===== src/design/spq_pkg.sv =====
`timescale 1ns / 1ps

package spq_pkg;

  // Queue geometry
  localparam int unsigned DEPTH  = 8;
  localparam int unsigned CNT_W  = $clog2(DEPTH + 1);
  localparam int unsigned VAL_W  = 32;
  localparam int unsigned PRIO_W = 16;
  localparam int unsigned OCC_W  = 4;

  // Operation codes carried in func
  localparam logic FUNC_ENQ = 1'b0;
  localparam logic FUNC_DEQ = 1'b1;

  typedef enum logic [1:0] {
    ST_ENQUEUED  = 2'd0,
    ST_OVERFLOW  = 2'd1,
    ST_DEQUEUED  = 2'd2,
    ST_UNDERFLOW = 2'd3
  } status_e;

  typedef struct packed {
    logic signed [VAL_W-1:0]  value;
    logic signed [PRIO_W-1:0] prio;
  } entry_t;

  // Broadcast to every cell
  typedef struct packed {
    logic   enq;   // insert, queue known not full
    logic   deq;   // pop head, queue known not empty
    entry_t ent;   // entry being inserted
  } cell_ctrl_t;

  // Per-cell view of its position and neighbours
  typedef struct packed {
    logic   occ;      // cell holds a live entry
    logic   at_tail;  // first free cell
    logic   left_gt;  // left neighbour is occupied and outranked by the new entry
    entry_t left;
    entry_t right;
  } cell_nbr_t;

endpackage


===== src/design/spq_in_if.sv =====
`timescale 1ns / 1ps

interface spq_in_if;
  import spq_pkg::*;

  logic                     valid;
  logic                     ready;
  logic                     func;
  logic signed [VAL_W-1:0]  value_in;
  logic signed [PRIO_W-1:0] prio_in;

  modport source (output valid, output func, output value_in, output prio_in, input ready);
  modport sink   (input valid, input func, input value_in, input prio_in, output ready);
endinterface


===== src/design/spq_out_if.sv =====
`timescale 1ns / 1ps

interface spq_out_if;
  import spq_pkg::*;

  logic                     valid;
  logic                     ready;
  logic [1:0]               status;
  logic signed [VAL_W-1:0]  value_out;
  logic signed [PRIO_W-1:0] prio_out;
  logic [OCC_W-1:0]         occupancy;

  modport source (output valid, output status, output value_out, output prio_out,
                  output occupancy, input ready);
  modport sink   (input valid, input status, input value_out, input prio_out,
                  input occupancy, output ready);
endinterface


===== src/design/spq_cell.sv =====
`timescale 1ns / 1ps

module spq_cell
  import spq_pkg::*;
(
  input  logic       clk_i,
  input  cell_ctrl_t ctrl_i,
  input  cell_nbr_t  nbr_i,
  output logic       gt_o,
  output entry_t     ent_o
);

  entry_t ent_q, ent_d;

  // Stored entry sorts after the incoming one
  assign gt_o = nbr_i.occ && ($signed(ent_q.prio) > $signed(ctrl_i.ent.prio));

  // Insert: cells from the insertion point up shift right by one,
  // the cell at the insertion point takes the new entry.
  // Pop: every cell takes its right neighbour.
  always_comb begin
    ent_d = ent_q;
    if (ctrl_i.enq && (gt_o || nbr_i.at_tail)) begin
      ent_d = nbr_i.left_gt ? nbr_i.left : ctrl_i.ent;
    end else if (ctrl_i.deq) begin
      ent_d = nbr_i.right;
    end
  end

  always_ff @(posedge clk_i) begin
    ent_q <= ent_d;
  end

  assign ent_o = ent_q;

endmodule


===== src/design/sorted_priority_queue_core.sv =====
`timescale 1ns / 1ps
// Channel  Dir  Interface   Payload
// req_i    in   spq_in_if   func, value_in, prio_in
// rsp_o    out  spq_out_if  status, value_out, prio_out, occupancy
//
// One request per cycle while the response is not stalled; every cell compares against the new priority at once.
// The response appears in the output register the cycle after acceptance.
// req_i.ready is high while the output register is empty or being drained.
// Reset clears the entry count and the output valid; cell contents are not reset.
// A stalled response holds the output register and blocks further requests.

module sorted_priority_queue_core
  import spq_pkg::*;
(
  input  logic      clk_i,
  input  logic      rst_ni,
  spq_in_if.sink    req_i,
  spq_out_if.source rsp_o
);

  logic [CNT_W-1:0] count_q, count_d;
  logic             fire, full, empty, is_enq;
  cell_ctrl_t       ctrl;
  cell_nbr_t        nbr  [DEPTH];
  entry_t           ents [DEPTH];
  logic             gts  [DEPTH];

  logic                     out_valid_q;
  status_e                  status_q, status_d;
  logic signed [VAL_W-1:0]  value_q, value_d;
  logic signed [PRIO_W-1:0] prio_q, prio_d;

  // Handshake and queue level
  assign req_i.ready = !out_valid_q || rsp_o.ready;
  assign fire        = req_i.valid && req_i.ready;
  assign full        = (count_q == CNT_W'(DEPTH));
  assign empty       = (count_q == '0);
  assign is_enq      = (req_i.func == FUNC_ENQ);

  assign ctrl.enq       = fire && is_enq && !full;
  assign ctrl.deq       = fire && !is_enq && !empty;
  assign ctrl.ent.value = req_i.value_in;
  assign ctrl.ent.prio  = req_i.prio_in;

  // Cell chain
  for (genvar i = 0; i < DEPTH; i++) begin : g_cell
    assign nbr[i].occ     = (CNT_W'(i) < count_q);
    assign nbr[i].at_tail = (CNT_W'(i) == count_q);
    if (i == 0) begin : g_head
      assign nbr[i].left_gt = 1'b0;
      assign nbr[i].left    = ctrl.ent;
    end else begin : g_body
      assign nbr[i].left_gt = gts[i-1];
      assign nbr[i].left    = ents[i-1];
    end
    if (i == DEPTH - 1) begin : g_tail
      assign nbr[i].right = ents[i];
    end else begin : g_mid
      assign nbr[i].right = ents[i+1];
    end

    spq_cell u_cell (
      .clk_i  (clk_i),
      .ctrl_i (ctrl),
      .nbr_i  (nbr[i]),
      .gt_o   (gts[i]),
      .ent_o  (ents[i])
    );
  end

  // Count update
  always_comb begin
    count_d = count_q;
    if (ctrl.enq) begin
      count_d = count_q + CNT_W'(1);
    end else if (ctrl.deq) begin
      count_d = count_q - CNT_W'(1);
    end
  end

  // Response payload
  always_comb begin
    value_d = '0;
    prio_d  = '0;
    if (is_enq) begin
      status_d = full ? ST_OVERFLOW : ST_ENQUEUED;
    end else if (empty) begin
      status_d = ST_UNDERFLOW;
    end else begin
      status_d = ST_DEQUEUED;
      value_d  = ents[0].value;
      prio_d   = ents[0].prio;
    end
  end

  always_ff @(posedge clk_i or negedge rst_ni) begin
    if (!rst_ni) begin
      count_q     <= '0;
      out_valid_q <= 1'b0;
    end else begin
      count_q <= count_d;
      if (fire) begin
        out_valid_q <= 1'b1;
      end else if (rsp_o.ready) begin
        out_valid_q <= 1'b0;
      end
    end
  end

  always_ff @(posedge clk_i) begin
    if (fire) begin
      status_q <= status_d;
      value_q  <= value_d;
      prio_q   <= prio_d;
    end
  end

  assign rsp_o.valid     = out_valid_q;
  assign rsp_o.status    = status_q;
  assign rsp_o.value_out = value_q;
  assign rsp_o.prio_out  = prio_q;
  assign rsp_o.occupancy = OCC_W'(count_q);

  // Checks
  a_count_bound: assert property (@(posedge clk_i) disable iff (!rst_ni)
    count_q <= CNT_W'(DEPTH))
    else $error("entry count beyond depth");

  a_enq_grows: assert property (@(posedge clk_i) disable iff (!rst_ni)
    ctrl.enq |=> count_q == $past(count_q) + CNT_W'(1))
    else $error("insert did not grow the queue");

  a_head_order: assert property (@(posedge clk_i) disable iff (!rst_ni)
    count_q >= CNT_W'(2) |-> $signed(ents[0].prio) <= $signed(ents[1].prio))
    else $error("head entries out of order");

  a_underflow_empty: assert property (@(posedge clk_i) disable iff (!rst_ni)
    (out_valid_q && status_q == ST_UNDERFLOW) |-> rsp_o.occupancy == '0)
    else $error("underflow reported with entries stored");

endmodule


===== src/flat_wrapper.sv =====
// flat-port wrapper written by rule: the top's interface ports become plain ports
module sorted_priority_queue_core_flat import spq_pkg::*;
  (clk_i, rst_ni, req_i_valid, req_i_func, req_i_value_in, req_i_prio_in, req_i_ready, rsp_o_valid, rsp_o_status, rsp_o_value_out, rsp_o_prio_out, rsp_o_occupancy, rsp_o_ready);
  spq_in_if req_i_i ();
  spq_out_if rsp_o_i ();
  input  logic clk_i;
  input  logic rst_ni;
  input wire logic [$bits(req_i_i.valid)-1:0] req_i_valid;
  input wire logic [$bits(req_i_i.func)-1:0] req_i_func;
  input wire logic [$bits(req_i_i.value_in)-1:0] req_i_value_in;
  input wire logic [$bits(req_i_i.prio_in)-1:0] req_i_prio_in;
  output wire logic [$bits(req_i_i.ready)-1:0] req_i_ready;
  output wire logic [$bits(rsp_o_i.valid)-1:0] rsp_o_valid;
  output wire logic [$bits(rsp_o_i.status)-1:0] rsp_o_status;
  output wire logic [$bits(rsp_o_i.value_out)-1:0] rsp_o_value_out;
  output wire logic [$bits(rsp_o_i.prio_out)-1:0] rsp_o_prio_out;
  output wire logic [$bits(rsp_o_i.occupancy)-1:0] rsp_o_occupancy;
  input wire logic [$bits(rsp_o_i.ready)-1:0] rsp_o_ready;
  assign req_i_i.valid = req_i_valid;
  assign req_i_i.func = req_i_func;
  assign req_i_i.value_in = req_i_value_in;
  assign req_i_i.prio_in = req_i_prio_in;
  assign req_i_ready = req_i_i.ready;
  assign rsp_o_valid = rsp_o_i.valid;
  assign rsp_o_status = rsp_o_i.status;
  assign rsp_o_value_out = rsp_o_i.value_out;
  assign rsp_o_prio_out = rsp_o_i.prio_out;
  assign rsp_o_occupancy = rsp_o_i.occupancy;
  assign rsp_o_i.ready = rsp_o_ready;
  sorted_priority_queue_core u_core (.clk_i(clk_i), .rst_ni(rst_ni), .req_i(req_i_i), .rsp_o(rsp_o_i));
endmodule

===== config.mk =====
export PLATFORM = sky130hd
export DESIGN_NAME = sorted_priority_queue_core_flat
export DESIGN_NICKNAME = d
export VERILOG_FILES = /design/src/design/spq_pkg.sv /design/src/design/spq_in_if.sv /design/src/design/spq_out_if.sv /design/src/design/spq_cell.sv /design/src/design/sorted_priority_queue_core.sv /design/src/flat_wrapper.sv
export SDC_FILE = /design/constraint.sdc
export NUM_CORES = 1
export LEC_CHECK = 0
export BUFFER_PORTS_ARGS = -buffer_cell sky130_fd_sc_hd__buf_2
export CORE_ASPECT_RATIO = 0.75
export CORE_UTILIZATION = 43
export DETAILED_ROUTE_END_ITERATION = 8
export GPL_TIMING_DRIVEN = 0
export PLACE_DENSITY = 0.57
export SETUP_SLACK_MARGIN = 0.3
export SYNTH_ARGS = -nofsm -noshare
export SYNTH_HDL_FRONTEND = slang
export SYNTH_SLANG_ARGS = --single-unit

===== constraint.sdc =====
create_clock -name clk_i -period 7.85 [get_ports clk_i]
set_input_delay 1.1775 -clock clk_i [delete_from_list [all_inputs] [get_ports clk_i]]
set_output_delay 1.1775 -clock clk_i [all_outputs]
set_load 0.005 [all_outputs]

==> out/qor.yml <==
outcome:
  run_status: "completed"
sta:
  slew_viol_final: 0
  worstMarginPinSlew_ns: 1.319
  setup_viol: 0
  clock_skew_ns: 0.02835
  min_period_ns: 6.310
  setup_slack_ns: 1.540
  period_share_pct: 80.38
  finalHoldViolCount: 0
  max_freq_ghz: 0.1585
  slew_headroom_pct: 11.28
  rsz0062_at_grt: "no"
  hold_slack_ns: 0.3959
clocking:
  htree_levels: 2
  cts-hold-fix-buffers: 0
  clk_latency_ns: 0.61
  cts_buffers: 48
  clock_path_buffers: 3
  cts_root_buf: "clkbuf_16"
  clkSlewWorstSetupHoldPaths_ns: 0.06
  postCtsResizedCells: 0
  post-cts-setup-buffers: 0
  cts_tree: "yes"
  cts.sinks: 439
grt:
  gr-total-overflow: 0
  track_usage_pct: 27.52
  grt_first_pass_wirelength_mm: 126.8
  antenna_found_initial: 3
  grt_max_degree: 49
  grt_pass1_vias: 19512
yosys:
  synth.area.mux_share_pct: 17.55
  yosysSeqAreaShare_pct: 50.23
  synthDominantCellAreaShare_pct: 49.75
  synth_cells: 2195
  synth_top_family_by_area: "multiplexers"
  synth_fa_ha_area_share_pct: 6.305
  ys_top_cells_by_area: "edfxtp_1, mux2_2, a22oi_1"
  yosysTopAreaCell: "edfxtp_1"
  async_reset_ff_share_pct: 1.139
  synth_edf_count: 434
  synth_xor_area_share_pct: 0.1672
  synth.distinct_cells: 61
  synth_nets: 2380
  synth_area_mm2: 0.02619
  ys_ff_latch: 439
  synth_compound_area_share_pct: 15.81
  ys.flop_type: "edfxtp_1"
  synth-simple-area-share_pct: 6.300
  yosys_warnings: 0
  syn_avg_cell_area_um2: 11.93
power_and_ir_drop:
  switchingPower_mw: 3.455
  p_int_mw: 5.679
  leakage_nw: 10.79
  clkPwrFrac_pct: 24.2
  p_per_area_mw_per_mm2: 310.5
  power.total_mw: 9.133
  vdd_ir_drop_max_mv: 0.1770
  power.share.combinational_pct: 38.5
  swShare_pct: 37.82
  seqPwrFrac_pct: 37.4
hold_path:
  hp-class: "in2async"
flow_run:
  maxCapViolCount: 0
detailed_routing:
  vias_per_cell: 6.338
  finalWirelength_mm: 87.00
  drc: 0
  drtIter0Drc: 2641
  wl_per_cell_um: 27.31
  detail_route.first_pass.iterations: 7
  drtAntennaViolNets: 0
  vias: 20193
critical_path:
  path_class: "in2reg"
  path_cells: "buf_2 -> clkbuf_1 -> inv_1 -> ha_1 -> buf_4 -> nand4_1 -> or2_1 -> o21ai_0 -> or2_1 -> buf_2 -> nor2_2 -> xor2_1 -> a32o_1 -> buf_2 -> buf_2 -> nand2b_4"
  cp_common_cell: "buf_2"
  required_ns: 8.07
  r2r_slack_ns: 2.71
  arrival_ns: 6.53
  max_stage_delay_ns: 0.83
  end_kind: "flop"
  cp_max_fo: 48
  worst_setup_path_start_kind: "primary input"
  critPathSlowestCell: "nand2b_4"
placed_design:
  place_congestion: 0.9522
  dp_slack_ns: 1.069
  dp.cells: 3101
  port_buffers: 108
  dp_hpwl_mm: 60.47
final_layout:
  regArea_mm2: 0.01316
  multi_input_area_mm2: 0.01216
  diodes: 0
  stdcell_count: 3186
  area_growth_pct: 12.28
  fin_nets: 2547
  n_fill_cell: 5349
  layout-drive-gt1-share_pct: 23.12
die:
  rows: 77
  dieArea_mm2: 0.06192
  die_x_um: 287.0
  die_y_um: 215.7
  start_util_pct: 43.99
  core_mm2: 0.05954
  io_pins: 109
## flip-flops by register name, summed over array words and instances (netlist names)
| name | flops |
|---|---|
| u_core.rsp_o.occupancy | 4 |
| u_core.g_cell.u_cell.ent_o | 384 |
| u_core.rsp_o.valid | 1 |
| u_core.rsp_o.prio_out | 16 |
| u_core.rsp_o.status | 2 |
| u_core.rsp_o.value_out | 32 |
## worst paths after layout
check                                                   from  cells after the start                                end
hold / removal                                        rst_ni                      1                 u_core.rsp_o.valid
hold reg to reg                           u_core.rsp_o.valid                      2                 u_core.rsp_o.valid
setup / recovery                           req_i_prio_in[15]                     16  u_core.g_cell[4].u_cell.ent_o[21]
min in group clk_i                        u_core.rsp_o.valid                      2                 u_core.rsp_o.valid
setup reg to reg           u_core.g_cell[4].u_cell.ent_o[15]                     13  u_core.g_cell[4].u_cell.ent_o[21]
max in group asynchronous                             rst_ni                      1          u_core.rsp_o.occupancy[2]
## power groups by stage
stage / Clock (mW) / Sequential, mW / Combinational, mW
2_1_floorplan: 0 / 3.36 / 2.28
4_1_cts: 2.23 / 3.40 / 3.44
3_3_place_gp: 0 / 3.47 / 3.31
6_report: 2.21 / 3.41 / 3.51
3_5_place_dp: 0 / 3.45 / 3.42
5_1_grt: 2.31 / 3.45 / 3.74
## final cells by class
class                           count  share of cell area [%]
Sequential cell                   439                   44.74
Buffer                            205                   2.850
Clock inverter                     29                  0.7402
Tap cell                          790                   3.361
Inverter                           30                  0.3829
Timing Repair Buffer              117                   2.425
Clock buffer                       55                   4.173
Multi-Input combinational cell   1521                   41.33
## cells in the final DEF, fill, tap and decap left out, types with 6 or more instances in the layout
cell	count
o211ai_1	7
buf_1	10
edfxtp_1	434
mux2i_1	99
ha_1	132
nor2b_1	10
nor2_1	166
a221o_1	47
clkbuf_16	48
clkinv_1	12
nand3_1	13
a22oi_1	238
nand4_1	31
nor3_1	6
mux2_2	307
inv_1	29
mux2_4	10
o21ai_0	123
a21oi_1	146
and3_1	50
nand2_1	37
clkbuf_1	165
buf_2	140
a21o_1	20
clkinv_2	10
nand2b_1	6
## layer usage
metal	track usage, %	part of all wire [%]	vias up	routed length [µm]
li1	-	-	8938	-
met1	41.58	46	10123	40060
met2	39.88	42	1008	36690
met3	5.465	9.6	124	8380
met4	7.128	2.2	0	1873
met5	0	0	-	0
## cell usage after synthesis, drive strengths merged, types with 20 or more instances
master / n
a21o: 20
a21oi: 146
a221o: 47
a22oi: 239
and3: 50
buf: 47
clkbuf: 158
edfxtp: 434
ha: 132
inv: 30
mux2: 317
mux2i: 99
nand2: 39
nand4: 31
nor2: 167
o21ai: 126
## through the flow
stage	utilization [%]	TNS (ns)	area (µm²)
after floorplan	-	0	26190
after global placement	46.56	-425.60	27720
after detailed placement	46.96	0	27960
after CTS	49.39	0	29410
after global routing	49.40	0	29410
final	49.40	0	29410
## kinds of logic (layout without fill, tap and decap cells)
group,after synthesis,count (layout)
buf+inv,235,436
mux,416,416
xor+xnor,5,5
fa+ha+maj,132,132
compound gates,621,621
simple gates,347,347
flops,439,439
## worst max-delay path, delay by kind of cell
| family | cells | cell delay [ns] |
|---|---|---|
| compound gates | 2 | 1.15 |
| xor+xnor | 1 | 0.17 |
| fa+ha+maj | 1 | 0.40 |
| buf+inv | 7 | 2.00 |
| simple gates | 5 | 1.55 |
(Power assumes the default switching activity.)
